**config.mk**
```make
export PLATFORM = sky130hd
export DESIGN_NAME = pdd_normalize
export DESIGN_NICKNAME = d
export VERILOG_FILES = /design/src/hw/rtl/assert_macros.svh /design/src/hw/rtl/pdd_pkg.sv /design/src/hw/rtl/pdd_normalize.sv
export SDC_FILE = /design/constraint.sdc
export NUM_CORES = 2
export LEC_CHECK = 0
export BUFFER_PORTS_ARGS = -buffer_cell sky130_fd_sc_hd__buf_2
export CAP_MARGIN = 20
export CORE_MARGIN = 2
export CORE_UTILIZATION = 55
export DETAILED_ROUTE_END_ITERATION = 8
export PLACE_DENSITY = 0.78
export SYNTH_ARGS = -nofsm -noshare
export SYNTH_HDL_FRONTEND = slang
export SYNTH_SLANG_ARGS = --single-unit
```
**constraint.sdc**
```tcl
create_clock -name clk -period 8.09 [get_ports clk]
set_input_delay 0.809 -clock clk [delete_from_list [all_inputs] [get_ports clk]]
set_output_delay 0.809 -clock clk [all_outputs]
set_load 0.03 [all_outputs]
```
**src/hw/rtl/assert_macros.svh**
```systemverilog
`ifndef ASSERT_MACROS_SVH
`define ASSERT_MACROS_SVH

// property checked on every clock edge outside reset
`define ASSERT_CLK(lbl, prop, msg) \
	lbl: assert property (@(posedge clk) disable iff (!arst_n) prop) else $error(msg);

// condition that must never be seen
`define ASSERT_NEVER(lbl, expr, msg) \
	`ASSERT_CLK(lbl, !(expr), msg)

`endif

```
**src/hw/rtl/pdd_pkg.sv**
```systemverilog
`default_nettype none

package pdd_pkg;

	localparam int COORD_BITS = 12;
	localparam int DEPTH_BITS = 16;

	localparam int COL_W      = 12;
	localparam int DEP_W      = 16;
	localparam int CTR_W      = 16;
	localparam int INV_W      = 32;
	localparam int Q_W        = 32;
	localparam int OUT_W      = 48;
	localparam int Z_W        = 16;
	localparam int CFG_IDX_W  = 8;
	localparam int CFG_DATA_W = 64;

	localparam int FRAC   = 28;
	localparam int NSHIFT = 8;
	localparam int DSHIFT = 12;

	localparam int PIX_W   = COORD_BITS + 4;
	localparam int DIFF_W  = ((PIX_W > CTR_W) ? PIX_W : CTR_W) + 1;
	localparam int NPROD_W = DIFF_W + INV_W + 1;
	localparam int DPROD_W = DEPTH_BITS + 1 + Q_W;
	localparam int SUM_W   = 36;

	localparam int NSTAGES  = 17;
	localparam int ST_NORM  = 0;
	localparam int ST_DIST  = 2;
	localparam int ST_SCALE = 15;

	localparam logic [CFG_IDX_W-1:0] REG_CENTER_X        = CFG_IDX_W'(0);
	localparam logic [CFG_IDX_W-1:0] REG_CENTER_Y        = CFG_IDX_W'(1);
	localparam logic [CFG_IDX_W-1:0] REG_INV_FOCAL_X     = CFG_IDX_W'(2);
	localparam logic [CFG_IDX_W-1:0] REG_INV_FOCAL_Y     = CFG_IDX_W'(3);
	localparam logic [CFG_IDX_W-1:0] REG_RADIAL_K1       = CFG_IDX_W'(4);
	localparam logic [CFG_IDX_W-1:0] REG_RADIAL_K2       = CFG_IDX_W'(5);
	localparam logic [CFG_IDX_W-1:0] REG_RADIAL_K3       = CFG_IDX_W'(6);
	localparam logic [CFG_IDX_W-1:0] REG_TANGENTIAL_PAIR = CFG_IDX_W'(7);

	typedef logic signed [Q_W-1:0]     q_t;
	typedef logic signed [2*Q_W-1:0]   prod_t;
	typedef logic signed [SUM_W-1:0]   sum_t;
	typedef logic signed [DIFF_W-1:0]  diff_t;
	typedef logic signed [NPROD_W-1:0] nprod_t;
	typedef logic signed [DPROD_W-1:0] dprod_t;
	typedef logic signed [OUT_W-1:0]   out_t;
	typedef logic [COORD_BITS-1:0]     coord_t;
	typedef logic [DEPTH_BITS-1:0]     dep_t;
	typedef logic [NSTAGES-1:0]        stage_vec_t;

	localparam logic [CTR_W-1:0] CENTER_X_RST = CTR_W'(32768);
	localparam logic [CTR_W-1:0] CENTER_Y_RST = CTR_W'(24576);
	localparam logic [INV_W-1:0] INV_FOCAL_RST = INV_W'(7158278);

	localparam q_t     Q_ONE  = q_t'(1 << FRAC);
	localparam q_t     Q_MAX  = {1'b0, {(Q_W-1){1'b1}}};
	localparam q_t     Q_MIN  = {1'b1, {(Q_W-1){1'b0}}};
	localparam prod_t  Q_HALF = prod_t'(1 << (FRAC - 1));
	localparam nprod_t N_HALF = nprod_t'(1 << (NSHIFT - 1));
	localparam dprod_t D_HALF = dprod_t'(1 << (DSHIFT - 1));

	typedef struct packed {
		logic [CTR_W-1:0] center_x;
		logic [CTR_W-1:0] center_y;
		logic [INV_W-1:0] inv_focal_x;
		logic [INV_W-1:0] inv_focal_y;
		q_t               k1;
		q_t               k2;
		q_t               k3;
		q_t               p1;
		q_t               p2;
	} cfg_t;

	typedef struct packed {
		stage_vec_t en;
		stage_vec_t vld;
	} pipe_ctl_t;

	function automatic q_t sat32(input sum_t v);
		if (&v[SUM_W-1:Q_W-1] || ~|v[SUM_W-1:Q_W-1]) begin
			return q_t'(v);
		end
		return v[SUM_W-1] ? Q_MIN : Q_MAX;
	endfunction

	// q4.28 product back to q4.28, round half up
	function automatic q_t qmul_fin(input prod_t p);
		prod_t r;
		r = p + Q_HALF;
		r = r >>> FRAC;
		return sat32(sum_t'(r));
	endfunction

	function automatic q_t norm_fin(input nprod_t p);
		nprod_t r;
		r = p + N_HALF;
		r = r >>> NSHIFT;
		if (&r[NPROD_W-1:Q_W-1] || ~|r[NPROD_W-1:Q_W-1]) begin
			return q_t'(r);
		end
		return r[NPROD_W-1] ? Q_MIN : Q_MAX;
	endfunction

	// depth times q4.28 always fits q32.16 after the shift
	function automatic out_t scale_fin(input dprod_t p);
		dprod_t r;
		r = p + D_HALF;
		r = r >>> DSHIFT;
		return out_t'(r);
	endfunction

endpackage

`default_nettype wire

```
**src/hw/rtl/pdd_normalize.sv**
```systemverilog
`default_nettype none

module pdd_normalize import pdd_pkg::*; (
	input  wire logic             clk,
	input  wire pipe_ctl_t        ctl,
	input  wire cfg_t             regs,
	input  wire logic [COL_W-1:0] pixel_column,
	input  wire logic [COL_W-1:0] pixel_line,
	input  wire logic [DEP_W-1:0] depth_value,
	output q_t                    x,
	output q_t                    y,
	output dep_t                  dep
);

	coord_t col;
	coord_t row;
	diff_t  dx;
	diff_t  dy;

	nprod_t px_s1;
	nprod_t py_s1;
	dep_t   dep_s1;
	q_t     x_s2;
	q_t     y_s2;
	dep_t   dep_s2;

	assign col = coord_t'(pixel_column);
	assign row = coord_t'(pixel_line);
	assign dx  = diff_t'(DIFF_W'({col, 4'b0000}) - DIFF_W'(regs.center_x));
	assign dy  = diff_t'(DIFF_W'({row, 4'b0000}) - DIFF_W'(regs.center_y));

	always_ff @(posedge clk) begin
		if (ctl.en[ST_NORM]) begin
			px_s1  <= dx * signed'({1'b0, regs.inv_focal_x});
			py_s1  <= dy * signed'({1'b0, regs.inv_focal_y});
			dep_s1 <= dep_t'(depth_value);
		end
		if (ctl.en[ST_NORM+1]) begin
			x_s2   <= norm_fin(px_s1);
			y_s2   <= norm_fin(py_s1);
			dep_s2 <= dep_s1;
		end
	end

	assign x   = x_s2;
	assign y   = y_s2;
	assign dep = dep_s2;

endmodule

`default_nettype wire

```
==> flow_metrics.tcl <==
set metrics [dict create \
    synthTopCellsByArea "fa_1 42%, edfxtp_1 13%, inv_1 10%" \
    synthFlopType "edfxtp_1" \
    ys_seq_elements 182 \
    antenna_found_initial 1 \
    crit_path_start_kind "primary input" \
    vias_per_cell 5.35 \
    yosysMostFrequentCell "inv_1" \
    grt_usage_pct 26.2 \
    clkSlewWorstSetupHoldPaths_ns 0.07 \
    ios 411 \
    synth-edff-count 182 \
    relSlewSlack_pct 30.3 \
    gp_congestion 0.900 \
    fp.coreArea_um2 77600 \
    drc 0 \
    dr.pass1.iters 5 \
    grt_setup_unrepaired "yes" \
    crit_path_max_fanout 3 \
    grt_pass1_vias 35163 \
    antenna_left 0 \
    clkSinkCount 182 \
    finalNetCount 6681 \
    status "finished with violations" \
    insertion_delay_ns 0.44 \
    hp-class "reg -> reg" \
    synthTopCellsByCount "1,195 x inv_1, 896 x fa_1, 748 x nand2_1, 357 x and2_1, 336 x ha_1" \
    setup.worst_path.class "in -> reg" \
    final-instance-count-excl-fill 6171 \
    place_inst 6120 \
    tightest_slew_ns 1.05 \
    clockBufferDepth 2 \
    dieArea_um2 80700 \
    finalClockSkew_ns 0.00844 \
    initialDrtViolationCount 1623 \
    min_period_ns 8.12 \
    fin_crit_sh_pct 100 \
    grt_max_degree 81 \
    die_height_um 284 \
    syn_area_per_cell_um2 9.15 \
    crit_buf_inv 7 \
    cts_tree "done" \
    setup_ws_ns -0.0284 \
    slowest_stage "fa_2" \
    crit_arrival_ns 8.32 \
    timing.fmax_mhz 123 \
    violations "setup timing" \
    timing.max_cap.violations 0 \
    wl_um 103000 \
    setup_viol 1 \
    finalSetupTns_ns -0.0284 \
    cts_hold_buf 0 \
    yosysTopAreaCell "fa_1" \
    rows 102 \
    drive_gt1_share_pct 14.6 \
    critical-path-top-delay-family "adder cells" \
    grt_pass1_wl_um 170000 \
    synth_nets 6276 \
    area_delta_synth_final_pct 14.2 \
    synthCells 4713 \
    finalHoldViolations 0 \
    max_stage_delay_ns 0.65 \
    hpwl_um 84700 \
    start_util_pct 55.6 \
    die_x_um 284 \
    io_buffers 218 \
    gr-total-overflow 0 \
    endpoint_kind "register" \
    cts_max_level 4 \
    synth_top_area_share_pct 41.6 \
    antennaDiodeCount 0 \
    finalMaxSlewViolations 0 \
    ctsRootBufferMaster "clkbuf_16" \
    post_drt_wl_per_cell_um 16.6 \
    fin_util_pct 63.5 \
    synth_area_um2 43100 \
    crit_required_ns 8.29 \
    async_reset_ff_share_pct 0 \
    seq_area_frac_synth_pct 12.7 \
    vias 33037 \
    yosysWarnings 0 \
    critPathMostFrequentCell "fa_1" \
    cts_buffers 17 \
    yosysUniqueCellTypes 68 \
]
## final timing paths
path / slack [ns] / start / end / depth (start not counted)
worst min register to register: 0.42 / dep_s1[0] / dep[0] / 0
worst max-delay path: -0.03 / regs[244] / px_s1[48] / 33
worst max register to register: 4.27 / px_s1[9] / x[6] / 10
worst min-delay path: 0.42 / dep_s1[0] / dep[0] / 0
## registers in the layout (all words and copies together) (netlist names)
name and cells:
dep 16, dep_s1 16, px_s1 43, py_s1 43, x 32, y 32
## kinds of logic after synthesis
logic type / share of synthesized area [%]
AO/OA/AOI/OAI: 4.71
XOR/XNOR: 3.57
adder cells (fa/ha/maj): 51.3
buffers and inverters: 12.1
flip-flops: 12.7
multiplexers: 0.0261
AND/OR/NAND/NOR: 15.6
## per-layer routing
metal  wire length [µm]  GRT usage (%)  up-vias  part of all wire, %
met3               6680           3.40      274                  6.5
li1                   -              -    14786                    -
met5                  0              0        -                    0
met2              51300           45.3     1226                   50
met1              41000           33.8    16751                   40
met4               3710           9.79        0                  3.6
## per-stage QoR
stage | worst slack [ns] | area (µm²) | hold WS [ns]
5_1_grt | -0.292 | 49300 | 0.430
2_1_floorplan | -0.0302 | 43400 | 0.400
3_5_place_dp | -0.672 | 47900 | 0.405
6_report | -0.0284 | 49300 | 0.420
4_1_cts | 0.00399 | 48600 | 0.421
3_3_place_gp | -0.518 | 47900 | 0.400
## worst register-to-register path, cell delays in order, from the launching register on
cell      delay, ns
edfxtp_1       0.41
and4_1         0.29
nor4b_1        0.85
nand3_1        0.40
nor2_2         0.30
nand2_1        0.10
xnor2_1        0.19
nand4_1        0.18
o31ai_4        0.24
buf_4          0.36
a21oi_1        0.23
## layout make-up
cell class                 instances  area, µm²
fill                            6190      28300
clock inverter                    14        163
clock buffer                      18        429
timing repair buffer             566       4060
sequential                       182       5470
tap                             1040       1300
multi-input combinational       3156      33400
inverter                        1195       4490
## layout by cell type (no fill, tap or decap), drive strengths merged, types with 8 or more instances in the layout
cell type,n
nor4,12
a21o,39
or2,9
o21bai,15
a21oi,152
xor2,67
nor3,23
a211oi,8
and2,358
nor2b,11
or3,22
nor2,124
xnor2,108
clkbuf,19
nand3,46
nand4,28
fa,896
a31oi,16
o21a,12
edfxtp,182
and3,23
buf,565
inv,1203
ha,336
nand2,748
o21ai,41
## timing repair
item                       4_1_cts  5_1_grt
pin swaps                       11       47
hold endpoints to repair         0        0
setup buffers                    3       12
gates cloned                     0        3
gates resized for setup         16      113
setup endpoints to repair       19       42
Power is not shown: default switching activity piles up to over one toggle a cycle in this logic, so the estimate is an artifact.
