[config.mk]
export PLATFORM = sky130hd
export DESIGN_NAME = pdd_scale
export DESIGN_NICKNAME = d
export VERILOG_FILES = /design/src/hw/rtl/assert_macros.svh /design/src/hw/rtl/pdd_pkg.sv /design/src/hw/rtl/pdd_scale.sv
export SDC_FILE = /design/constraint.sdc
export NUM_CORES = 2
export LEC_CHECK = 0
export ABC_AREA = 1
export BUFFER_PORTS_ARGS = -buffer_cell sky130_fd_sc_hd__buf_4
export CAP_MARGIN = 20
export CORE_MARGIN = 2
export CORE_UTILIZATION = 40
export DETAILED_ROUTE_END_ITERATION = 10
export PLACE_DENSITY = 0.65
export RECOVER_POWER = 100
export SLEW_MARGIN = 20
export SYNTH_ARGS = -nofsm -noshare
export SYNTH_HDL_FRONTEND = slang
export SYNTH_SLANG_ARGS = --single-unit
[constraint.sdc]
create_clock -name clk -period 7.3 [get_ports clk]
set_input_delay 1.46 -clock clk [delete_from_list [all_inputs] [get_ports clk]]
set_output_delay 1.46 -clock clk [all_outputs]
set_load 0.02 [all_outputs]
[src/hw/rtl/assert_macros.svh]
`ifndef ASSERT_MACROS_SVH
`define ASSERT_MACROS_SVH

// property checked on every clock edge outside reset
`define ASSERT_CLK(lbl, prop, msg) \
	lbl: assert property (@(posedge clk) disable iff (!arst_n) prop) else $error(msg);

// condition that must never be seen
`define ASSERT_NEVER(lbl, expr, msg) \
	`ASSERT_CLK(lbl, !(expr), msg)

`endif

[src/hw/rtl/pdd_pkg.sv]
`default_nettype none

package pdd_pkg;

	localparam int COORD_BITS = 12;
	localparam int DEPTH_BITS = 16;

	localparam int COL_W      = 12;
	localparam int DEP_W      = 16;
	localparam int CTR_W      = 16;
	localparam int INV_W      = 32;
	localparam int Q_W        = 32;
	localparam int OUT_W      = 48;
	localparam int Z_W        = 16;
	localparam int CFG_IDX_W  = 8;
	localparam int CFG_DATA_W = 64;

	localparam int FRAC   = 28;
	localparam int NSHIFT = 8;
	localparam int DSHIFT = 12;

	localparam int PIX_W   = COORD_BITS + 4;
	localparam int DIFF_W  = ((PIX_W > CTR_W) ? PIX_W : CTR_W) + 1;
	localparam int NPROD_W = DIFF_W + INV_W + 1;
	localparam int DPROD_W = DEPTH_BITS + 1 + Q_W;
	localparam int SUM_W   = 36;

	localparam int NSTAGES  = 17;
	localparam int ST_NORM  = 0;
	localparam int ST_DIST  = 2;
	localparam int ST_SCALE = 15;

	localparam logic [CFG_IDX_W-1:0] REG_CENTER_X        = CFG_IDX_W'(0);
	localparam logic [CFG_IDX_W-1:0] REG_CENTER_Y        = CFG_IDX_W'(1);
	localparam logic [CFG_IDX_W-1:0] REG_INV_FOCAL_X     = CFG_IDX_W'(2);
	localparam logic [CFG_IDX_W-1:0] REG_INV_FOCAL_Y     = CFG_IDX_W'(3);
	localparam logic [CFG_IDX_W-1:0] REG_RADIAL_K1       = CFG_IDX_W'(4);
	localparam logic [CFG_IDX_W-1:0] REG_RADIAL_K2       = CFG_IDX_W'(5);
	localparam logic [CFG_IDX_W-1:0] REG_RADIAL_K3       = CFG_IDX_W'(6);
	localparam logic [CFG_IDX_W-1:0] REG_TANGENTIAL_PAIR = CFG_IDX_W'(7);

	typedef logic signed [Q_W-1:0]     q_t;
	typedef logic signed [2*Q_W-1:0]   prod_t;
	typedef logic signed [SUM_W-1:0]   sum_t;
	typedef logic signed [DIFF_W-1:0]  diff_t;
	typedef logic signed [NPROD_W-1:0] nprod_t;
	typedef logic signed [DPROD_W-1:0] dprod_t;
	typedef logic signed [OUT_W-1:0]   out_t;
	typedef logic [COORD_BITS-1:0]     coord_t;
	typedef logic [DEPTH_BITS-1:0]     dep_t;
	typedef logic [NSTAGES-1:0]        stage_vec_t;

	localparam logic [CTR_W-1:0] CENTER_X_RST = CTR_W'(32768);
	localparam logic [CTR_W-1:0] CENTER_Y_RST = CTR_W'(24576);
	localparam logic [INV_W-1:0] INV_FOCAL_RST = INV_W'(7158278);

	localparam q_t     Q_ONE  = q_t'(1 << FRAC);
	localparam q_t     Q_MAX  = {1'b0, {(Q_W-1){1'b1}}};
	localparam q_t     Q_MIN  = {1'b1, {(Q_W-1){1'b0}}};
	localparam prod_t  Q_HALF = prod_t'(1 << (FRAC - 1));
	localparam nprod_t N_HALF = nprod_t'(1 << (NSHIFT - 1));
	localparam dprod_t D_HALF = dprod_t'(1 << (DSHIFT - 1));

	typedef struct packed {
		logic [CTR_W-1:0] center_x;
		logic [CTR_W-1:0] center_y;
		logic [INV_W-1:0] inv_focal_x;
		logic [INV_W-1:0] inv_focal_y;
		q_t               k1;
		q_t               k2;
		q_t               k3;
		q_t               p1;
		q_t               p2;
	} cfg_t;

	typedef struct packed {
		stage_vec_t en;
		stage_vec_t vld;
	} pipe_ctl_t;

	function automatic q_t sat32(input sum_t v);
		if (&v[SUM_W-1:Q_W-1] || ~|v[SUM_W-1:Q_W-1]) begin
			return q_t'(v);
		end
		return v[SUM_W-1] ? Q_MIN : Q_MAX;
	endfunction

	// q4.28 product back to q4.28, round half up
	function automatic q_t qmul_fin(input prod_t p);
		prod_t r;
		r = p + Q_HALF;
		r = r >>> FRAC;
		return sat32(sum_t'(r));
	endfunction

	function automatic q_t norm_fin(input nprod_t p);
		nprod_t r;
		r = p + N_HALF;
		r = r >>> NSHIFT;
		if (&r[NPROD_W-1:Q_W-1] || ~|r[NPROD_W-1:Q_W-1]) begin
			return q_t'(r);
		end
		return r[NPROD_W-1] ? Q_MIN : Q_MAX;
	endfunction

	// depth times q4.28 always fits q32.16 after the shift
	function automatic out_t scale_fin(input dprod_t p);
		dprod_t r;
		r = p + D_HALF;
		r = r >>> DSHIFT;
		return out_t'(r);
	endfunction

endpackage

`default_nettype wire

[src/hw/rtl/pdd_scale.sv]
`default_nettype none

module pdd_scale import pdd_pkg::*; (
	input  wire logic      clk,
	input  wire pipe_ctl_t ctl,
	input  wire q_t        ux,
	input  wire q_t        uy,
	input  wire dep_t      dep,
	output out_t           point_x,
	output out_t           point_y,
	output logic [Z_W-1:0] point_z
);

	dprod_t         pdx_s16;
	dprod_t         pdy_s16;
	dep_t           dep_s16;
	out_t           point_x_s17;
	out_t           point_y_s17;
	logic [Z_W-1:0] point_z_s17;

	always_ff @(posedge clk) begin
		if (ctl.en[ST_SCALE]) begin
			pdx_s16 <= signed'({1'b0, dep}) * ux;
			pdy_s16 <= signed'({1'b0, dep}) * uy;
			dep_s16 <= dep;
		end
		if (ctl.en[ST_SCALE+1]) begin
			point_x_s17 <= scale_fin(pdx_s16);
			point_y_s17 <= scale_fin(pdy_s16);
			point_z_s17 <= Z_W'(dep_s16);
		end
	end

	assign point_x = point_x_s17;
	assign point_y = point_y_s17;
	assign point_z = point_z_s17;

endmodule

`default_nettype wire

==> results.tsv <==
stage	metric	value	unit
clocking	CTS root buf	clkbuf_16	
sta	Fin Clk Skew	0.0117	ns
clocking	CTS max path bufs	2	
die	chip width	345	um
yosys	Compound-Gate Fraction of Synth Area	2.24	%
cells_and_area	layout cells sized above 1	4.33	%
sta	Period minus WS final	6.91	ns
run_status	failing checks	capacitance limit, slew limit	
die	die area	119000	sq um
die	num rows	124	
yosys	largest family of logic cells by synthesized area	adder cells	
yosys	Yosys cell types	38	
critical_path	worst-path fanout max	30	
cells_and_area	Final Util	43.7	%
sta	Slew HR	-155	%
clocking	Post-CTS Resized	0	
cells_and_area	area delta synth->final	8.02	%
clocking	Reg clk slew, reported paths	0.07	ns
drt	WL/cell	15.8	um
clocking	htree depth	4	
global_routing	vias in the first global route	37900	
flow_run	max-cap viol count	3	
cells_and_area	leading cell type in the layout, fill and taps excluded	inv_1	
yosys	Mapped Cells	5926	
yosys	Adder-Cell Fraction of Synth Area	48.3	%
die	I/O pin total	227	
yosys	Mapped Area	46400	sq um
yosys	register area share after synthesis	11.8	%
global_routing	first-pass GRT wire length	196	mm
yosys	top cells by area, synth	fa_1, inv_1, nand2_1	
clocking	Worst-Skew Late Latency	0.49	ns
clocking	setup bufs post-CTS	0	
sta	final hold viol count	0	
sta	Setup TNS	0	ns
clocking	number of CTS-inserted buffers	17	
critical_path	critical path arrival	7.13	ns
cells_and_area	Layout Nets	7357	
drt	Total Routed Length	120	mm
die	Core ar.	115000	sq um
place	IO buf count	194	
yosys	Synth async-reset ratio	0	%
die	Initial Utilization	40.5	%
sta	fin crit share	94.6	%
yosys	post-synthesis mux area share	0	%
yosys	area share of and/or/nand/nor cells after synthesis	17.8	%
sta	fmax	145	MHz
yosys	Mean Syn Cell Area	7.83	sq um
die	Die Y-Extent	345	um
critical_path	Startpoint Class	primary input	
critical_path	worst path required time	7.53	ns
place	dpl cells	7529	
sta	final setup fails	0	
run_status	status	finished with violations	
clocking	CTS tree	yes	
drt	DRC	0	
clocking	Sink Count	182	
yosys	flops & latches, synth	182	
sta	worst-margin pin slew	3.82	ns
place	global placement routability congestion	0.926	
place	HPWL Detailed	102	mm
global_routing	global route overflow	0	
drt	Detailed Routing Iterations Pass 1	5	
yosys	Yosys top cell area share	42.0	%
yosys	Syn. warnings	0	
global_routing	initial antenna violation count	13	
drt	vias	35700	
global_routing	GR Util All Layers	21.0	%
yosys	number of synthesized flops with an enable pin	182	
drt	Final ANT Viol Nets	0	
critical_path	WP buf/inv	10	
worst_hold_path	Hold Path Class	reg -> reg	
critical_path	CP Capture Type	flop	
cells_and_area	final cell count without fillers	7563	
critical_path	Slowest-stage cell, CP	fa_1	
clocking	Post-CTS Hold Fix Bufs	0	
critical_path	CP max stage delay	0.55	ns
yosys	area leader, netlist	fa_1	
sta	Final Slew Violations	160	
yosys	area share of xor/xnor cells in the synthesized design	2.26	%
cells_and_area	commonest cells after routing, fill and taps aside	inv_1, nand2_1, fa_1, ha_1, buf_4	
drt	1st-iter DRT viols	2069	
global_routing	largest net degree at the start of global routing	67	
sta	RSZ-0062 raised after global routing	no	
drt	vias per cell	4.72	
yosys	Post-Syn Nets	7247	
critical_path	CP delay by family, top	adder cells	
critical_path	Setup CP Type	in -> reg	
yosys	ys flop type	edfxtp_1	
sequential cells by signal (all words and copies together) (netlist names):
signal   cells
point_z     16
point_y     37
pdx_s16     38
pdy_s16     38
dep_s16     16
point_x     37
cell families (layout without fill, tap and decap cells):
| family | count (synthesis) | after routing |
|---|---|---|
| simple gates | 2065 | 2065 |
| compound gates | 196 | 196 |
| other cells | 0 | 2 |
| fa+ha+maj | 1206 | 1206 |
| xor+xnor | 120 | 120 |
| flops | 182 | 182 |
| buf+inv | 2157 | 2280 |
synthesized netlist by cell type (all sizes together) (3+ instances only):
master,n
nand3b,6
edfxtp,182
nor3,38
o21ai,60
nand3,98
or2,3
nor4,12
nand2,1673
a21oi,113
xnor2,32
o211ai,3
nand4,53
buf,49
and2,5
inv,1899
xor2,88
nor2,176
o21bai,14
ha,232
fa,974
a21o,4
clkbuf,209
stage by stage:
| step | cell area, sq um | hold slack [ns] | setup WS, ns |
|---|---|---|---|
| after floorplan | 46400 | 0.400 | 0.411 |
| after global placement | 50100 | 0.401 | 0.0488 |
| after detailed placement | 50100 | 0.405 | 0.0348 |
| after CTS | 50700 | 0.419 | 0.560 |
| after global routing | 50100 | 0.426 | 0.160 |
| final | 50100 | 0.418 | 0.393 |
final cells by class:
| type | count | area (sq um) |
|---|---|---|
| inverters | 1899 | 7130 |
| well taps | 1512 | 1890 |
| clock inverters | 15 | 173 |
| clock buffers | 17 | 425 |
| flip-flops and latches | 182 | 5470 |
| fillers | 11600 | 64500 |
| multi-input cells | 3587 | 32600 |
| diodes | 2 | 5.00 |
| repair buffers | 349 | 2410 |
worst paths after layout:
kind / endpoint / slack, ns / cells after the start / startpoint
worst min-delay path: point_z[9]$_DFFE_PP_ / 0.42 / 0 / dep_s16[9]$_DFFE_PP_
worst min register to register: point_z[9]$_DFFE_PP_ / 0.42 / 0 / dep_s16[9]$_DFFE_PP_
worst max-delay path: pdx_s16[45]$_DFFE_PP_ / 0.39 / 25 / dep[5]
worst max register to register: point_y[34]$_DFFE_PP_ / 4.75 / 8 / pdy_s16[13]$_DFFE_PP_
per-layer routing:
layer | track usage (%) | vias up | wire (um)
met5 | 0 | - | 138
li1 | - | 16800 | -
met3 | 2.89 | 177 | 6500
met4 | 5.85 | 22 | 3130
met1 | 26.4 | 17800 | 49500
met2 | 37.6 | 897 | 60400
Power is left out: the tool's default activity adds up to more than one toggle a clock period on the data nets, which glitch-free logic cannot reach.
