[src/hw/rtl/assert_macros.svh]
`ifndef ASSERT_MACROS_SVH
`define ASSERT_MACROS_SVH

// property checked on every clock edge outside reset
`define ASSERT_CLK(lbl, prop, msg) \
	lbl: assert property (@(posedge clk) disable iff (!arst_n) prop) else $error(msg);

// condition that must never be seen
`define ASSERT_NEVER(lbl, expr, msg) \
	`ASSERT_CLK(lbl, !(expr), msg)

`endif

[src/hw/rtl/pdd_pkg.sv]
`default_nettype none

package pdd_pkg;

	localparam int COORD_BITS = 12;
	localparam int DEPTH_BITS = 16;

	localparam int COL_W      = 12;
	localparam int DEP_W      = 16;
	localparam int CTR_W      = 16;
	localparam int INV_W      = 32;
	localparam int Q_W        = 32;
	localparam int OUT_W      = 48;
	localparam int Z_W        = 16;
	localparam int CFG_IDX_W  = 8;
	localparam int CFG_DATA_W = 64;

	localparam int FRAC   = 28;
	localparam int NSHIFT = 8;
	localparam int DSHIFT = 12;

	localparam int PIX_W   = COORD_BITS + 4;
	localparam int DIFF_W  = ((PIX_W > CTR_W) ? PIX_W : CTR_W) + 1;
	localparam int NPROD_W = DIFF_W + INV_W + 1;
	localparam int DPROD_W = DEPTH_BITS + 1 + Q_W;
	localparam int SUM_W   = 36;

	localparam int NSTAGES  = 17;
	localparam int ST_NORM  = 0;
	localparam int ST_DIST  = 2;
	localparam int ST_SCALE = 15;

	localparam logic [CFG_IDX_W-1:0] REG_CENTER_X        = CFG_IDX_W'(0);
	localparam logic [CFG_IDX_W-1:0] REG_CENTER_Y        = CFG_IDX_W'(1);
	localparam logic [CFG_IDX_W-1:0] REG_INV_FOCAL_X     = CFG_IDX_W'(2);
	localparam logic [CFG_IDX_W-1:0] REG_INV_FOCAL_Y     = CFG_IDX_W'(3);
	localparam logic [CFG_IDX_W-1:0] REG_RADIAL_K1       = CFG_IDX_W'(4);
	localparam logic [CFG_IDX_W-1:0] REG_RADIAL_K2       = CFG_IDX_W'(5);
	localparam logic [CFG_IDX_W-1:0] REG_RADIAL_K3       = CFG_IDX_W'(6);
	localparam logic [CFG_IDX_W-1:0] REG_TANGENTIAL_PAIR = CFG_IDX_W'(7);

	typedef logic signed [Q_W-1:0]     q_t;
	typedef logic signed [2*Q_W-1:0]   prod_t;
	typedef logic signed [SUM_W-1:0]   sum_t;
	typedef logic signed [DIFF_W-1:0]  diff_t;
	typedef logic signed [NPROD_W-1:0] nprod_t;
	typedef logic signed [DPROD_W-1:0] dprod_t;
	typedef logic signed [OUT_W-1:0]   out_t;
	typedef logic [COORD_BITS-1:0]     coord_t;
	typedef logic [DEPTH_BITS-1:0]     dep_t;
	typedef logic [NSTAGES-1:0]        stage_vec_t;

	localparam logic [CTR_W-1:0] CENTER_X_RST = CTR_W'(32768);
	localparam logic [CTR_W-1:0] CENTER_Y_RST = CTR_W'(24576);
	localparam logic [INV_W-1:0] INV_FOCAL_RST = INV_W'(7158278);

	localparam q_t     Q_ONE  = q_t'(1 << FRAC);
	localparam q_t     Q_MAX  = {1'b0, {(Q_W-1){1'b1}}};
	localparam q_t     Q_MIN  = {1'b1, {(Q_W-1){1'b0}}};
	localparam prod_t  Q_HALF = prod_t'(1 << (FRAC - 1));
	localparam nprod_t N_HALF = nprod_t'(1 << (NSHIFT - 1));
	localparam dprod_t D_HALF = dprod_t'(1 << (DSHIFT - 1));

	typedef struct packed {
		logic [CTR_W-1:0] center_x;
		logic [CTR_W-1:0] center_y;
		logic [INV_W-1:0] inv_focal_x;
		logic [INV_W-1:0] inv_focal_y;
		q_t               k1;
		q_t               k2;
		q_t               k3;
		q_t               p1;
		q_t               p2;
	} cfg_t;

	typedef struct packed {
		stage_vec_t en;
		stage_vec_t vld;
	} pipe_ctl_t;

	function automatic q_t sat32(input sum_t v);
		if (&v[SUM_W-1:Q_W-1] || ~|v[SUM_W-1:Q_W-1]) begin
			return q_t'(v);
		end
		return v[SUM_W-1] ? Q_MIN : Q_MAX;
	endfunction

	// q4.28 product back to q4.28, round half up
	function automatic q_t qmul_fin(input prod_t p);
		prod_t r;
		r = p + Q_HALF;
		r = r >>> FRAC;
		return sat32(sum_t'(r));
	endfunction

	function automatic q_t norm_fin(input nprod_t p);
		nprod_t r;
		r = p + N_HALF;
		r = r >>> NSHIFT;
		if (&r[NPROD_W-1:Q_W-1] || ~|r[NPROD_W-1:Q_W-1]) begin
			return q_t'(r);
		end
		return r[NPROD_W-1] ? Q_MIN : Q_MAX;
	endfunction

	// depth times q4.28 always fits q32.16 after the shift
	function automatic out_t scale_fin(input dprod_t p);
		dprod_t r;
		r = p + D_HALF;
		r = r >>> DSHIFT;
		return out_t'(r);
	endfunction

endpackage

`default_nettype wire

[src/hw/rtl/pdd_channels.sv]
`default_nettype none


interface pdd_cfg_if import pdd_pkg::*; ();
	logic                  valid;
	logic                  ready;
	logic [CFG_IDX_W-1:0]  index;
	logic [CFG_DATA_W-1:0] data;

	modport source(output valid, index, data, input ready);
	modport sink(input valid, index, data, output ready);
endinterface

`default_nettype wire

[src/hw/rtl/pdd_cfg.sv]
`default_nettype none

module pdd_cfg import pdd_pkg::*; (
	input  wire logic  clk,
	input  wire logic  arst_n,
	pdd_cfg_if.sink    cfg,
	output cfg_t       regs
);

	logic [CTR_W-1:0]      center_x_q;
	logic [CTR_W-1:0]      center_y_q;
	logic [INV_W-1:0]      inv_focal_x_q;
	logic [INV_W-1:0]      inv_focal_y_q;
	q_t                    k1_q;
	q_t                    k2_q;
	q_t                    k3_q;
	logic [CFG_DATA_W-1:0] tang_q;

	assign cfg.ready = 1'b1;

	always_ff @(posedge clk or negedge arst_n) begin
		if (!arst_n) begin
			center_x_q    <= CENTER_X_RST;
			center_y_q    <= CENTER_Y_RST;
			inv_focal_x_q <= INV_FOCAL_RST;
			inv_focal_y_q <= INV_FOCAL_RST;
			k1_q          <= '0;
			k2_q          <= '0;
			k3_q          <= '0;
			tang_q        <= '0;
		end else if (cfg.valid) begin
			case (cfg.index)
				REG_CENTER_X:        center_x_q    <= cfg.data[CTR_W-1:0];
				REG_CENTER_Y:        center_y_q    <= cfg.data[CTR_W-1:0];
				REG_INV_FOCAL_X:     inv_focal_x_q <= cfg.data[INV_W-1:0];
				REG_INV_FOCAL_Y:     inv_focal_y_q <= cfg.data[INV_W-1:0];
				REG_RADIAL_K1:       k1_q          <= q_t'(cfg.data[Q_W-1:0]);
				REG_RADIAL_K2:       k2_q          <= q_t'(cfg.data[Q_W-1:0]);
				REG_RADIAL_K3:       k3_q          <= q_t'(cfg.data[Q_W-1:0]);
				REG_TANGENTIAL_PAIR: tang_q        <= cfg.data;
				default: begin
				end
			endcase
		end
	end

	assign regs.center_x    = center_x_q;
	assign regs.center_y    = center_y_q;
	assign regs.inv_focal_x = inv_focal_x_q;
	assign regs.inv_focal_y = inv_focal_y_q;
	assign regs.k1          = k1_q;
	assign regs.k2          = k2_q;
	assign regs.k3          = k3_q;
	assign regs.p1          = q_t'(tang_q[Q_W-1:0]);
	assign regs.p2          = q_t'(tang_q[2*Q_W-1:Q_W]);

endmodule

`default_nettype wire

[src/flat_wrapper.sv]
// flat-port wrapper written by rule: the top's interface ports become plain ports
module pdd_cfg_flat import pdd_pkg::*;
  (clk, arst_n, regs, cfg_valid, cfg_index, cfg_data, cfg_ready);
  pdd_cfg_if cfg_i ();
  input  wire logic clk;
  input  wire logic arst_n;
  output cfg_t regs;
  input wire logic [$bits(cfg_i.valid)-1:0] cfg_valid;
  input wire logic [$bits(cfg_i.index)-1:0] cfg_index;
  input wire logic [$bits(cfg_i.data)-1:0] cfg_data;
  output wire logic [$bits(cfg_i.ready)-1:0] cfg_ready;
  assign cfg_i.valid = cfg_valid;
  assign cfg_i.index = cfg_index;
  assign cfg_i.data = cfg_data;
  assign cfg_ready = cfg_i.ready;
  pdd_cfg u_core (.clk(clk), .arst_n(arst_n), .cfg(cfg_i), .regs(regs));
endmodule
[config.mk]
export PLATFORM = sky130hd
export DESIGN_NAME = pdd_cfg_flat
export DESIGN_NICKNAME = d
export VERILOG_FILES = /design/src/hw/rtl/assert_macros.svh /design/src/hw/rtl/pdd_pkg.sv /design/src/hw/rtl/pdd_channels.sv /design/src/hw/rtl/pdd_cfg.sv /design/src/flat_wrapper.sv
export SDC_FILE = /design/constraint.sdc
export NUM_CORES = 1
export LEC_CHECK = 0
export BUFFER_PORTS_ARGS = -buffer_cell sky130_fd_sc_hd__buf_2
export CORE_ASPECT_RATIO = 2
export CORE_UTILIZATION = 43
export CTS_CLUSTER_SIZE = 30
export DETAILED_ROUTE_END_ITERATION = 16
export GPL_TIMING_DRIVEN = 0
export HOLD_SLACK_MARGIN = 0.08
export PLACE_DENSITY = 0.79
export SYNTH_ARGS = -nofsm -noshare
export SYNTH_HDL_FRONTEND = slang
export SYNTH_SLANG_ARGS = --single-unit
[constraint.sdc]
create_clock -name clk -period 0.8 [get_ports clk]
set_input_delay 0.12 -clock clk [delete_from_list [all_inputs] [get_ports clk]]
set_output_delay 0.12 -clock clk [all_outputs]
set_load 0.05 [all_outputs]
==> flow_summary.json <==
{
  "outcome": "finished, violations left",
  "violations": "hold timing, setup timing",
  "fin_cells": 1467,
  "p_sw_mw": 9.54,
  "fin_hold_ws_ps": -510,
  "synth_nets": 631,
  "crit_slowest_cell": "or4_4",
  "r2r_cells": 3,
  "core_area_sq_um": 22200,
  "endpoint_kind": "register",
  "arrival_ps": 1880,
  "cts_tree": "done",
  "die_w_um": 108,
  "routed_wl_um": 38900,
  "crit_start": "cfg_index[5]",
  "cp_max_fo": 10,
  "gp_congestion": 0.796,
  "period_needed_ps": 1470,
  "setup_slack_ps": -673,
  "h-tree-depth": 1,
  "switching_share_pct": 28.7,
  "final_area_sq_um": 17800,
  "area_growth_pct": 83.4,
  "hold_violations": 124,
  "clk_path_buf_depth": 3,
  "wl_met3_um": 2120,
  "start_util_pct": 43.9,
  "slew_violations": 0,
  "drtIter0Drc": 397,
  "grtUsageTotal_pct": 30.2,
  "critical_path_buf_inv_count": 2,
  "grt_pass1_vias": 8375,
  "placed_area_sq_um": 12300,
  "drc": 0,
  "wl_met2_um": 21400,
  "hold_buffers": 64,
  "nFillCells": 1020,
  "ir_drop_mv": 2.29,
  "clk_pin_slew_ps": 70,
  "via_per_inst": 5.29,
  "worst-setup-path-type": "in -> reg",
  "layout-drive-gt1-share_pct": 74.4,
  "period_share_pct": 184,
  "skew_ps": 0,
  "crit_cells": 5,
  "p_leak_nw": 9.26,
  "cpPeakStageDelay_ps": 600,
  "intPower_mw": 23.7,
  "root_buffer": "clkbuf_16",
  "hpwl_um": 18300,
  "row_count": 77,
  "wire_per_inst_um": 26.5,
  "ys_warn_count": 0,
  "syn_avg_cell_area_sq_um": 17.5,
  "yosys_register_bits": 256,
  "critPathTopFamily": "simple AND/OR/NAND/NOR gates",
  "critPathRequiredTime_ps": 1210,
  "rsz0062_at_grt": "true",
  "drt_pass1_iterations": 4,
  "min_path_type": "in -> async",
  "top_layer": "met5",
  "die_h_um": 215,
  "antenna_found_initial": 2,
  "dieArea_sq_um": 23300,
  "synth_cell_types": 23,
  "ff_latch_area_sq_um": 6440,
  "nets": 1249,
  "combPwrFrac_pct": 19.3,
  "overflow": 0,
  "wl_met1_um": 12900,
  "cp_cell_sequence": "buf_8 > or4_4 > or4_4 > buf_12 > mux2_4",
  "clock_latency_ps": 520,
  "p_clk_share_pct": 38.0,
  "io_pins": 332,
  "clock_sinks": 256,
  "power.density_nw_per_um2": 1860,
  "grt_pass1_wl_um": 51300,
  "seqPwrFrac_pct": 42.6,
  "ant_nets": 0,
  "dp.cells": 1162,
  "timing.critical_path.mode_cell": "or4_4",
  "r2r_setup_slack_ps": -360,
  "regToRegStartpoint": "u_core.tang_q[41]",
  "fmax_mhz": 679,
  "multiInputGateArea_sq_um": 3650,
  "setup_violations": 512,
  "start_kind": "primary input",
  "ys_seq_area_share_pct": 66.2,
  "port_buffers": 328,
  "maxCapViolCount": 0,
  "vias": 7756,
  "netlist_instances": 556,
  "numCtsBuffers": 23,
  "synthesis.area_sq_um": 9720,
  "grt_max_degree": 91,
  "tns_ps": -224770
}
## registers in the layout (all words and copies together), names as in the netlist
| signal | count |
|---|---|
| u_core.k3_q | 32 |
| u_core.inv_focal_x_q | 32 |
| u_core.center_x_q | 16 |
| u_core.k1_q | 32 |
| u_core.inv_focal_y_q | 32 |
| u_core.tang_q | 64 |
| u_core.k2_q | 32 |
| u_core.center_y_q | 16 |
## path summary, 6_finish.rpt
path                                                end
worst max-delay path            u_core.inv_focal_x_q[3]
worst min-delay path                    u_core.k3_q[11]
worst max register to register        u_core.tang_q[41]
worst min register to register          u_core.k1_q[19]
max in group asynchronous       u_core.inv_focal_x_q[2]
min in group clk                  u_core.center_x_q[15]
## repair_timing
item	4_1_cts	5_1_grt
endpoints found under the setup margin	625	574
gates cloned	17	5
endpoints found under the hold margin	380	124
setup buffers	103	86
pin swaps	7	3
resized for setup	633	32
## placed cells by master, fill, tap and decap left out, drive strengths merged
cell and n:
buf 539, mux2 256, dfrtp 231, dlygate4sd3 64, clkbuf 45, dfstp 25
bufinv 5, clkinv 4, clkinvlp 3, or4 2, nor4 2, nand4 2
inv 2, diode 1, nand3b 1, nand2 1, nor3 1, nor3b 1
nand4b 1, nor4b 1, nor2 1, nand3 1, conb 1, bufbuf 1
## routing by layer
layer  vias to the layer above  GRT usage [%]
met5                         -              0
met1                      4006           31.3
li1                       3196              -
met3                       156           4.68
met2                       396           56.0
met4                         2           17.1
## final cells by class
cell class | count | share of cell area [%]
multi-input cells | 271 | 20.5
plain buffers | 21 | 2.25
diodes | 1 | 0.0140
flip-flops and latches | 256 | 36.1
repair buffers | 600 | 34.5
clock buffers | 28 | 3.56
inverters | 1 | 0.0210
well taps | 276 | 1.94
clock inverters | 13 | 1.13
## Yosys cell counts
library cell,instances,area share [%]
clkbuf_1,10,0.39
nor4b_2,1,0.15
or4_4,2,0.23
buf_2,12,0.62
dfrtp_1,231,59
nand3_1,1,0.051
conb_1,1,0.039
nor3_4,1,0.17
mux2_2,210,24
buf_6,5,0.58
nor4_1,1,0.064
mux2_4,30,4.6
mux2_1,16,1.9
nand3b_1,1,0.077
nand4_1,2,0.13
nand4b_1,1,0.090
nor2_1,1,0.039
nor3b_1,1,0.077
inv_1,1,0.039
nor4_2,1,0.13
buf_4,1,0.077
dfstp_2,25,6.8
nand2_1,1,0.039
## per-stage QoR
| stage | hold slack [ps] | util [%] | worst slack (ps) | total power, mW |
|---|---|---|---|---|
| 2_1_floorplan | -176 | - | -1080 | 17.1 |
| 3_3_place_gp | 351 | 55.3 | -4750 | 18.5 |
| 3_5_place_dp | 30.6 | 55.6 | -1690 | 18.7 |
| 4_1_cts | -516 | 77.4 | -648 | 32.5 |
| 5_1_grt | -501 | 80.5 | -687 | 34.1 |
| 6_report | -510 | 80.5 | -673 | 33.2 |
## logic make-up (layout without fill, tap and decap cells)
kind of cell	after synthesis	count (layout)	synth area share, %
flip-flops	256	256	66.2
AND/OR/NAND/NOR	14	14	1.25
other	1	2	0.0386
buffers and inverters	29	663	1.70
multiplexers	256	256	30.8
## power groups by stage
stage	Clock (mW)	Combinational [mW]	Sequential, mW
4_1_cts	12.5	5.93	14.1
2_1_floorplan	0	0.795	16.4
3_5_place_dp	0	4.50	14.2
3_3_place_gp	0	4.40	14.1
6_report	12.6	6.42	14.2
5_1_grt	13.2	6.63	14.2
No activity file was read; power rests on OpenSTA's default activity.
