==> src/hw/rtl/assert_macros.svh <==
`ifndef ASSERT_MACROS_SVH
`define ASSERT_MACROS_SVH

// property checked on every clock edge outside reset
`define ASSERT_CLK(lbl, prop, msg) \
	lbl: assert property (@(posedge clk) disable iff (!arst_n) prop) else $error(msg);

// condition that must never be seen
`define ASSERT_NEVER(lbl, expr, msg) \
	`ASSERT_CLK(lbl, !(expr), msg)

`endif

==> src/hw/rtl/pdd_pkg.sv <==
`default_nettype none

package pdd_pkg;

	localparam int COORD_BITS = 12;
	localparam int DEPTH_BITS = 16;

	localparam int COL_W      = 12;
	localparam int DEP_W      = 16;
	localparam int CTR_W      = 16;
	localparam int INV_W      = 32;
	localparam int Q_W        = 32;
	localparam int OUT_W      = 48;
	localparam int Z_W        = 16;
	localparam int CFG_IDX_W  = 8;
	localparam int CFG_DATA_W = 64;

	localparam int FRAC   = 28;
	localparam int NSHIFT = 8;
	localparam int DSHIFT = 12;

	localparam int PIX_W   = COORD_BITS + 4;
	localparam int DIFF_W  = ((PIX_W > CTR_W) ? PIX_W : CTR_W) + 1;
	localparam int NPROD_W = DIFF_W + INV_W + 1;
	localparam int DPROD_W = DEPTH_BITS + 1 + Q_W;
	localparam int SUM_W   = 36;

	localparam int NSTAGES  = 17;
	localparam int ST_NORM  = 0;
	localparam int ST_DIST  = 2;
	localparam int ST_SCALE = 15;

	localparam logic [CFG_IDX_W-1:0] REG_CENTER_X        = CFG_IDX_W'(0);
	localparam logic [CFG_IDX_W-1:0] REG_CENTER_Y        = CFG_IDX_W'(1);
	localparam logic [CFG_IDX_W-1:0] REG_INV_FOCAL_X     = CFG_IDX_W'(2);
	localparam logic [CFG_IDX_W-1:0] REG_INV_FOCAL_Y     = CFG_IDX_W'(3);
	localparam logic [CFG_IDX_W-1:0] REG_RADIAL_K1       = CFG_IDX_W'(4);
	localparam logic [CFG_IDX_W-1:0] REG_RADIAL_K2       = CFG_IDX_W'(5);
	localparam logic [CFG_IDX_W-1:0] REG_RADIAL_K3       = CFG_IDX_W'(6);
	localparam logic [CFG_IDX_W-1:0] REG_TANGENTIAL_PAIR = CFG_IDX_W'(7);

	typedef logic signed [Q_W-1:0]     q_t;
	typedef logic signed [2*Q_W-1:0]   prod_t;
	typedef logic signed [SUM_W-1:0]   sum_t;
	typedef logic signed [DIFF_W-1:0]  diff_t;
	typedef logic signed [NPROD_W-1:0] nprod_t;
	typedef logic signed [DPROD_W-1:0] dprod_t;
	typedef logic signed [OUT_W-1:0]   out_t;
	typedef logic [COORD_BITS-1:0]     coord_t;
	typedef logic [DEPTH_BITS-1:0]     dep_t;
	typedef logic [NSTAGES-1:0]        stage_vec_t;

	localparam logic [CTR_W-1:0] CENTER_X_RST = CTR_W'(32768);
	localparam logic [CTR_W-1:0] CENTER_Y_RST = CTR_W'(24576);
	localparam logic [INV_W-1:0] INV_FOCAL_RST = INV_W'(7158278);

	localparam q_t     Q_ONE  = q_t'(1 << FRAC);
	localparam q_t     Q_MAX  = {1'b0, {(Q_W-1){1'b1}}};
	localparam q_t     Q_MIN  = {1'b1, {(Q_W-1){1'b0}}};
	localparam prod_t  Q_HALF = prod_t'(1 << (FRAC - 1));
	localparam nprod_t N_HALF = nprod_t'(1 << (NSHIFT - 1));
	localparam dprod_t D_HALF = dprod_t'(1 << (DSHIFT - 1));

	typedef struct packed {
		logic [CTR_W-1:0] center_x;
		logic [CTR_W-1:0] center_y;
		logic [INV_W-1:0] inv_focal_x;
		logic [INV_W-1:0] inv_focal_y;
		q_t               k1;
		q_t               k2;
		q_t               k3;
		q_t               p1;
		q_t               p2;
	} cfg_t;

	typedef struct packed {
		stage_vec_t en;
		stage_vec_t vld;
	} pipe_ctl_t;

	function automatic q_t sat32(input sum_t v);
		if (&v[SUM_W-1:Q_W-1] || ~|v[SUM_W-1:Q_W-1]) begin
			return q_t'(v);
		end
		return v[SUM_W-1] ? Q_MIN : Q_MAX;
	endfunction

	// q4.28 product back to q4.28, round half up
	function automatic q_t qmul_fin(input prod_t p);
		prod_t r;
		r = p + Q_HALF;
		r = r >>> FRAC;
		return sat32(sum_t'(r));
	endfunction

	function automatic q_t norm_fin(input nprod_t p);
		nprod_t r;
		r = p + N_HALF;
		r = r >>> NSHIFT;
		if (&r[NPROD_W-1:Q_W-1] || ~|r[NPROD_W-1:Q_W-1]) begin
			return q_t'(r);
		end
		return r[NPROD_W-1] ? Q_MIN : Q_MAX;
	endfunction

	// depth times q4.28 always fits q32.16 after the shift
	function automatic out_t scale_fin(input dprod_t p);
		dprod_t r;
		r = p + D_HALF;
		r = r >>> DSHIFT;
		return out_t'(r);
	endfunction

endpackage

`default_nettype wire

==> src/hw/rtl/pdd_ctrl.sv <==
`default_nettype none

module pdd_ctrl import pdd_pkg::*; (
	input  wire logic clk,
	input  wire logic arst_n,
	input  wire logic in_valid,
	input  wire logic out_ready,
	output pipe_ctl_t ctl
);

	stage_vec_t vld_q;
	stage_vec_t en;

	// a stage loads when the output is ready or when it or any stage after it has a hole
	always_comb begin
		for (int i = 0; i < NSTAGES; i++) begin
			en[i] = out_ready | ~&(vld_q | stage_vec_t'((64'd1 << i) - 64'd1));
		end
	end

	always_ff @(posedge clk or negedge arst_n) begin
		if (!arst_n) begin
			vld_q <= '0;
		end else begin
			vld_q <= (en & {vld_q[NSTAGES-2:0], in_valid}) | (~en & vld_q);
		end
	end

	assign ctl.en  = en;
	assign ctl.vld = vld_q;

endmodule

`default_nettype wire

==> config.mk <==
export PLATFORM = sky130hd
export DESIGN_NAME = pdd_ctrl
export DESIGN_NICKNAME = d
export VERILOG_FILES = /design/src/hw/rtl/assert_macros.svh /design/src/hw/rtl/pdd_pkg.sv /design/src/hw/rtl/pdd_ctrl.sv
export SDC_FILE = /design/constraint.sdc
export NUM_CORES = 1
export LEC_CHECK = 0
export BUFFER_PORTS_ARGS = -buffer_cell sky130_fd_sc_hd__buf_2
export CAP_MARGIN = 20
export CORE_MARGIN = 3
export CORE_UTILIZATION = 46
export DETAILED_ROUTE_END_ITERATION = 10
export HOLD_SLACK_MARGIN = 0.15
export PLACE_DENSITY = 0.81
export SLEW_MARGIN = 10
export SYNTH_ARGS = -nofsm -noshare
export SYNTH_HDL_FRONTEND = slang
export SYNTH_SLANG_ARGS = --single-unit
==> constraint.sdc <==
create_clock -name clk -period 2.6 [get_ports clk]
set_input_delay 0.39 -clock clk [delete_from_list [all_inputs] [get_ports clk]]
set_output_delay 0.39 -clock clk [all_outputs]
set_load 0.02 [all_outputs]
==> results of run 1 <==
-- cell families after synthesis --
family	after synthesis	share of synthesized area, %
and+or+nand+nor	34	30.19
DFF	17	58.32
buffers and inverters	5	2.572
AOI/OAI and AO/OA	8	8.920
-- layer usage --
layer  vias to the layer above  global-route usage, %  routed length [um]
li1                        306                      -                   -
met1                       283                  23.13                 717
met2                        22                  25.63                 725
met3                         2                  2.767                 117
met4                         0                  10.23                  12
met5                         -                      0                   0
-- stage by stage --
stage                     hold slack [ps]  setup slack [ps]  area (um^2)
final                               284.5             513.8        970.9
after global placement              325.5             712.8        933.4
after global routing                279.2             373.6        970.9
after floorplan                     94.41             784.1        729.5
after CTS                           276.8             493.0        970.9
after detailed placement            327.0             658.3        933.4
-- timing repair --
item	in CTS	in global routing
hold buffers	1	0
hold endpoints to repair	17	0
setup endpoints to repair	0	0
-- worst reg2reg max path, cell delays in order, from the launching register on --
cell	delay (ps)
dfrtp_1	400
and4b_2	270
inv_2	100
nor3_1	380
or2_2	180
-- power by group through the flow --
stage	Sequential, uW	Clock (uW)	Combinational [uW]
floorplan	364	0	102
global placement	328	0	209
detailed placement	329	0	212
CTS	324	146	213
global route	329	160	226
finish	324	139	211
-- worst max-delay path by stage --
stage,startpoint,endpoint,cells after the start
floorplan,flop,ctl[18],4
global placement,out_ready,ctl[25],6
detailed placement,out_ready,ctl[25],6
CTS,flop,ctl[25],5
global route,flop,ctl[25],5
finish,flop,ctl[25],5
-- Yosys cell counts --
cell / count
nand2_1: 8
and4b_2: 1
a41o_1: 1
or2_2: 4
inv_2: 1
nor3_1: 1
inv_1: 4
nand3b_1: 1
nor3_2: 1
nor4_4: 1
nand4_1: 1
a21o_1: 5
nor3_4: 1
nor2_1: 1
dfrtp_1: 17
and4_1: 1
nand3_1: 5
a31o_2: 2
nand2b_1: 6
and3_1: 2
-- cell type report --
class,instances,area (um^2)
fillers,119,427.9
flip-flops and latches,17,425.4
multi-input cells,42,285.3
repair buffers,38,195.2
clock buffers,3,22.52
inverters,5,18.77
well taps,15,18.77
clock inverters,1,5.005
==> impl_metrics.ini, run 1 <==
[grt]
grt_pass1_wl_mm = 2.553
grt_util_all_layers_pct = 17.14
antenna_found_initial = 0
grt-ovfl-total = 0
grt_pass1_vias = 563
grt_start_max_net_pins = 18

[synthesis]
synth_nets = 68
synth_top_area_share_pct = 58.32
yosysSeqAreaShare_pct = 58.32
syn_avg_cell_area_um2 = 11.40
syn_inst = 64
synth_cell_type_count = 20
synth_top_cell_by_area = dfrtp_1
yosysWarnings = 0
synth_seq_cells = 17
synthTopCellsByArea = dfrtp_1 58%, a21o_1 5.1%, nand2b_1 5.1%
syn-cell-area_um2 = 729.5

[clock_tree]
cts_sinks = 17
cts_resized = 0
cts-root-buf = clkbuf_4
path_clk_slew_ps = 100
clkLatencyLatePin_ps = 290
htreeDepth = 1
clk_path_buf_depth = 2
cts_tree = done
postCtsSetupRepairBufs = 0
cts_made_buffers = 3

[drt]
initialDrtViolationCount = 16
route.detailed.drc = 0
viasPerCell = 5.066
vias = 613
first_pass_iters = 4
routedWlPerCell_um = 12.98
ant_nets = 0
routed_wl_mm = 1.571

[setup_path]
start_kind = flop
cpPeakStageDelay_ps = 400
path_buf_inv = 2
endpoint_kind = primary output
path_class = flop to primary output
worstPathRequired_ps = 2210
cp_top_family = simple AND/OR/NAND/NOR gates
reg2reg_depth = 4
slowest_stage = dfrtp_1
path_cells = and4b_2, inv_2, nor3_1, nand2_1, buf_2
rrSetupSlack_ps = 1220
cp.arrival_ps = 1700
crit_fanout = 7

[cells_and_area]
syn_to_final_growth_pct = 33.10
layout-drive-gt1-share_pct = 49.06
n_antenna_cell = 0
instances_no_fill = 121
final_common_cell = buf_2
fin_util_pct = 69.41
final_cell_mix = 37 x buf_2, 17 x dfrtp_1, 8 x nand2_1, 6 x nand2b_1
nets = 111

[timing]
drv_slew = 0
skew_ps = 8.893
relSlewSlack_pct = 73.16
finalSetupTns_ps = 0
finalHoldViolations = 0
fin_crit_ps = 2086
setup_viol = 0
grt_setup_unrepaired = false
min_period_over_period_pct = 80.24
tightest_slew_ps = 399.6
fmax_mhz = 479.4

[place]
hpwl_mm = 1.212
finalWeightedCongestion = 0.7469
placed_cells = 116
io_buffers = 37

[floorplan]
rows = 13
chipHeight_um = 45.82
initial_core_util_pct = 52.15
die_x_um = 45.82
core_um2 = 1399
pin_count = 38
dieArea_um2 = 2099

[pwr]
peakVddDrop_mv = 0.4046
p_leak_uw = 0.0004608
pwr-share-seq_pct = 48.1
power.density_nw_per_um2 = 694.0
clockPowerShare_pct = 20.6
pwr-share-comb_pct = 31.3
switching_power_uw = 252.6
finalPower_uw = 673.8
swShare_pct = 37.49
p_int_uw = 421.2

[run]
maxCapViolations = 0

[outcome]
status = finished, final reports clean

[worst_hold_path]
hp-class = primary input to flop
worstHoldPathCells = 2
hp-start = in_valid
No activity file was read; power rests on OpenSTA's default activity.
==> run 2: changes to the inputs <==
--- a/config.mk
+++ b/config.mk
@@ -8,10 +8,10 @@
 export BUFFER_PORTS_ARGS = -buffer_cell sky130_fd_sc_hd__buf_2
 export CAP_MARGIN = 20
 export CORE_MARGIN = 3
-export CORE_UTILIZATION = 46
+export CORE_UTILIZATION = 38
 export DETAILED_ROUTE_END_ITERATION = 10
 export HOLD_SLACK_MARGIN = 0.15
-export PLACE_DENSITY = 0.81
+export PLACE_DENSITY = 0.72
 export SLEW_MARGIN = 10
 export SYNTH_ARGS = -nofsm -noshare
 export SYNTH_HDL_FRONTEND = slang
==> constraint.sdc (replaced) <==
create_clock -name clk -period 1.7 [get_ports clk]
set_input_delay 0.255 -clock clk [delete_from_list [all_inputs] [get_ports clk]]
set_output_delay 0.255 -clock clk [all_outputs]
set_load 0.02 [all_outputs]
==> run 2 against run 1 <==
Against the previous run:
- final area is 21% higher
- highest routed layer unchanged
- core utilization decreased by 3.0 points
- sequential share of layout area fell by 7.3 points
- flip-flop and latch count unchanged
- combinational power increased by 120%
- the flow now finishes with violations (setup timing)
- clock skew is 2.9 ps lower
- clock power increased by 50%
- largest cell class unchanged
==> impl_metrics.ini, run 2 (same netlist as run 1, synthesis figures left out) <==
[outcome]
status = finished, violations left
violations = setup timing

[timing]
fmax_mhz = 567.4
min_period_over_period_pct = 103.7
relSlewSlack_pct = 75.68
tightest_slew_ps = 364.7
hold_ws_ps = 278.5
fin_crit_ps = 1762
skew_ps = 6.006
setup_viol = 5
finalHoldViolations = 0
timing.final.ws_setup_ps = -62.32
grt_setup_unrepaired = true
drv_slew = 0
finalSetupTns_ps = -181.7

[clock_tree]
clkLatencyLatePin_ps = 290
cts_sinks = 17
cts_tree = done
path_clk_slew_ps = 90
cts-root-buf = clkbuf_4
cts_made_buffers = 3
clk_path_buf_depth = 2
htreeDepth = 1

[cells_and_area]
n_antenna_cell = 0
n_fill_cell = 170
multi_input_area_um2 = 322.8
final_common_cell = buf_2
layout-drive-gt1-share_pct = 58.54
final_cell_mix = 35 x buf_2, 15 x dfrtp_1, 15 x buf_4, 8 x nand2_1, 6 x nand2b_1
syn_to_final_growth_pct = 60.55
seqCellArea_um2 = 427.9
fin_area_um2 = 1171
nets = 128

[place]
place_area_um2 = 968.4
io_buffers = 37
finalWeightedCongestion = 0.7786
hpwl_mm = 1.263

[pwr]
pwr-share-seq_pct = 42.3
clockPowerShare_pct = 17.9
peakVddDrop_mv = 0.7239
switching_power_uw = 431.2
p_int_uw = 732.2
p_leak_uw = 0.0005641
swShare_pct = 37.06
pwr-share-comb_pct = 39.8
power.density_nw_per_um2 = 993.3

[grt]
grt_pass1_wl_mm = 3.042
grt-ovfl-total = 0
grt-busiest-layer = met2
grt_pass1_vias = 701
grt_util_all_layers_pct = 16.33
antenna_found_initial = 0
use_met1_pct = 20.08
grt_start_max_net_pins = 18
gr-usage-met2_pct = 25.11
gr-usage-met3_pct = 6.949

[setup_path]
cp.arrival_ps = 1510
cp_top_family = simple AND/OR/NAND/NOR gates
worstPathRequired_ps = 1440
start_kind = flop
path_cells = and4b_2, inv_4, nor3_4, nand3_1, buf_2
cpPeakStageDelay_ps = 360
path_buf_inv = 2
endpoint_kind = primary output
path_class = flop to primary output
slowest_stage = dfrtp_1
crit_fanout = 7

[floorplan]
rows = 15
dieArea_um2 = 2482
core_um2 = 1764
pin_count = 38
initial_core_util_pct = 41.35
chipHeight_um = 49.82
die_x_um = 49.82

[drt]
routed_wl_mm = 1.813
route.detailed.drc = 0
vias = 711
first_pass_iters = 4
initialDrtViolationCount = 13
viasPerCell = 4.804
ant_nets = 0
routedWlPerCell_um = 12.25

[worst_hold_path]
hp-start = out_ready
hp-class = primary input to flop

[run]
maxCapViolations = 0
==> run 2: final cells by class <==
cell class | instances | area share [%]
clock buffer | 4 | 2.244
inverter | 5 | 1.816
multi-input combinational | 42 | 27.56
sequential | 17 | 36.54
tap | 25 | 2.671
timing repair buffer | 55 | 29.17
==> run 2: worst reg2reg max path: stages, from the launching register on <==
cell	delay (ps)
dfrtp_1	390
and4b_2	270
inv_4	150
nor3_4	60
buf_4	130
buf_4	120
or2_2	260
==> run 2: path summary, 6_finish.rpt <==
check	endpoint	slack [ps]	depth (start not counted)
max in group asynchronous	async pin	1010	2
worst min register to register	flop	480	1
worst max register to register	flop	200	6
worst max-delay path	ctl[17]	-60	5
min in group asynchronous	async pin	410	2
worst min-delay path	flop	280	3
==> run 2: what timing repair did <==
| action | CTS | global route |
|---|---|---|
| hold buffers | 1 | 1 |
| pin swaps | 6 | 4 |
| hold endpoints to repair | 17 | 1 |
| setup endpoints to repair | 12 | 12 |
| setup buffers | 7 | 6 |
| gates resized for setup | 7 | 8 |
==> run 2: power groups by stage <==
stage / Combinational [uW] / Sequential, uW / Clock, uW
2_1_floorplan: 156 / 557 / 0
3_3_place_gp: 338 / 497 / 0
3_5_place_dp: 345 / 499 / 0
4_1_cts: 410 / 491 / 218
5_1_grt: 499 / 501 / 243
6_report: 463 / 492 / 208
==> run 2: metrics by stage <==
stage / setup WS (ps) / total power, uW / std cells / util [%]
global placement: 80.69 / 835.7 / 129 / 54.89
global route: -194.2 / 1242 / 148 / 66.38
detailed placement: 41.56 / 843.3 / 129 / 54.89
CTS: -89.78 / 1118 / 141 / 61.84
floorplan: 19.07 / 712.6 / 64 / -
finish: -62.32 / 1163 / 148 / 66.38
==> run 2: routing by layer <==
layer / up-vias / wire length (um)
met5: - / 0
met3: 2 / 127
met4: 0 / 17
met2: 23 / 893
li1: 342 / -
met1: 344 / 775
==> run 3: changes to the inputs <==
--- a/config.mk
+++ b/config.mk
@@ -8,10 +8,9 @@
 export BUFFER_PORTS_ARGS = -buffer_cell sky130_fd_sc_hd__buf_2
 export CAP_MARGIN = 20
 export CORE_MARGIN = 3
-export CORE_UTILIZATION = 38
+export CORE_UTILIZATION = 31
 export DETAILED_ROUTE_END_ITERATION = 10
 export HOLD_SLACK_MARGIN = 0.15
-export PLACE_DENSITY = 0.72
 export SLEW_MARGIN = 10
 export SYNTH_ARGS = -nofsm -noshare
 export SYNTH_HDL_FRONTEND = slang
==> run 3 against run 2 <==
Against the previous run:
- the flow still finishes with violations (setup timing)
- flip-flop and latch count unchanged
- non-clock buffer count decreased by 4
- critical endpoint unchanged
- via count decreased by 5.6%
- largest cell class unchanged
==> impl_metrics.ini, run 3 (same netlist as run 1, synthesis figures left out) <==
[timing]
finalSetupTns_ps = -716.7
finalHoldViolations = 0
relSlewSlack_pct = 75.58
timing.final.ws_setup_ps = -135.8
grt_setup_unrepaired = true
fmax_mhz = 544.7
tightest_slew_ps = 366.3
skew_ps = 4.579
setup_viol = 10
min_period_over_period_pct = 108.0
drv_slew = 0
fin_crit_ps = 1836

[floorplan]
chipHeight_um = 54.51
initial_core_util_pct = 35.04
dieArea_um2 = 2971
rows = 16
core_um2 = 2082
pin_count = 38
die_x_um = 54.51

[clock_tree]
cts_sinks = 17
clkLatencyLatePin_ps = 280
cts_made_buffers = 3
cts_tree = done
htreeDepth = 1
path_clk_slew_ps = 90
clk_path_buf_depth = 2
cts-root-buf = clkbuf_4

[grt]
gr-usage-met3_pct = 5.722
use_met1_pct = 18.26
gr-usage-met2_pct = 20.32
antenna_found_initial = 0
grt_start_max_net_pins = 18
grt_pass1_vias = 640
grt-ovfl-total = 0
grt-busiest-layer = met2
grt_pass1_wl_mm = 2.835
grt_util_all_layers_pct = 13.88

[setup_path]
worstPathRequired_ps = 1440
path_buf_inv = 2
path_cells = and4b_2, inv_6, nor3_4, nand3_1, buf_2
start_kind = flop
slowest_stage = dfrtp_1
cpPeakStageDelay_ps = 390
crit_cells = 5
path_class = flop to primary output
crit_fanout = 7
endpoint_kind = primary output
reg2reg_depth = 6
cp.arrival_ps = 1580
cp_top_family = simple AND/OR/NAND/NOR gates

[outcome]
violations = setup timing
status = finished, violations left

[worst_hold_path]
worstHoldPathCells = 3
hp-class = primary input to flop

[place]
hpwl_mm = 1.249
place_area_um2 = 970.9
io_buffers = 37
placed_cells = 131
finalWeightedCongestion = 0.8024

[pwr]
p_leak_uw = 0.0005459
peakVddDrop_mv = 0.5327
power.density_nw_per_um2 = 973.5

[cells_and_area]
instances_no_fill = 146
final_cell_mix = 36 x buf_2, 17 x dfrtp_1, 13 x buf_4, 8 x nand2_1, 6 x nand2b_1
final_common_cell = buf_2
n_antenna_cell = 0
layout-drive-gt1-share_pct = 55.46
syn_to_final_growth_pct = 54.03
nets = 124
fin_area_um2 = 1124

[run]
maxCapViolations = 0

[drt]
routedWlPerCell_um = 11.54
routed_wl_mm = 1.685
viasPerCell = 4.596
first_pass_iters = 2
initialDrtViolationCount = 7
vias = 671
route.detailed.drc = 0
ant_nets = 0
## run 3: repair_timing
action | CTS | global route
pin swaps | 6 | 2
gates resized for setup | 6 | 2
hold buffers | 2 | 0
endpoints found under the hold margin | 18 | 0
setup endpoints to repair | 12 | 12
buffers inserted | 4 | 5
## run 3: final cells by class
class,instances,area [um^2]
Clock buffer,3,22.52
Timing Repair Buffer,51,297.8
Inverter,5,23.77
Clock inverter,1,5.005
Multi-Input combinational cell,42,315.3
Tap cell,27,33.78
Fill cell,201,958.4
Sequential cell,17,425.4
## run 3: worst reg2reg max path, cell delays in order, from the launching register on
cell and delay, ps:
dfrtp_1 410, and4b_2 280, inv_6 120, nor3_4 70, buf_4 140, buf_4 140, or2_2 270
## run 3: final timing paths
| path | slack (ps) | from | end |
|---|---|---|---|
| max in group asynchronous | 1030 | arst_n | async pin |
| min reg2reg | 500 | flop | flop |
| min | 270 | out_ready | flop |
| min in group asynchronous | 400 | arst_n | async pin |
| max | -140 | flop | ctl[17] |
| max reg2reg | 180 | flop | flop |
## run 3: through the flow
step | util [%] | hold WS [ps] | total power, uW | setup WS [ps]
final | 53.97 | 267.1 | 1094 | -135.8
after global routing | 53.97 | 276.8 | 1175 | -268.2
after CTS | 51.92 | 259.8 | 1099 | -110.9
after detailed placement | 46.63 | 194.9 | 845.2 | 57.58
after global placement | 46.63 | 196.2 | 842.6 | 60.31
after floorplan | - | -40.59 | 712.6 | 19.07
## run 3: power breakdown
group          internal (uW)  total [uW]  switching [uW]
logic                    143         392             249
clock network           87.3         207             119
registers                451         495            44.5
## run 3: routing by layer
layer / share of wire (%) / routed length [um] / vias up
met5: 0 / 0 / -
met4: 1.1 / 18 / 0
met3: 6.6 / 112 / 2
met2: 46 / 779 / 22
met1: 46 / 774 / 316
li1: - / - / 331
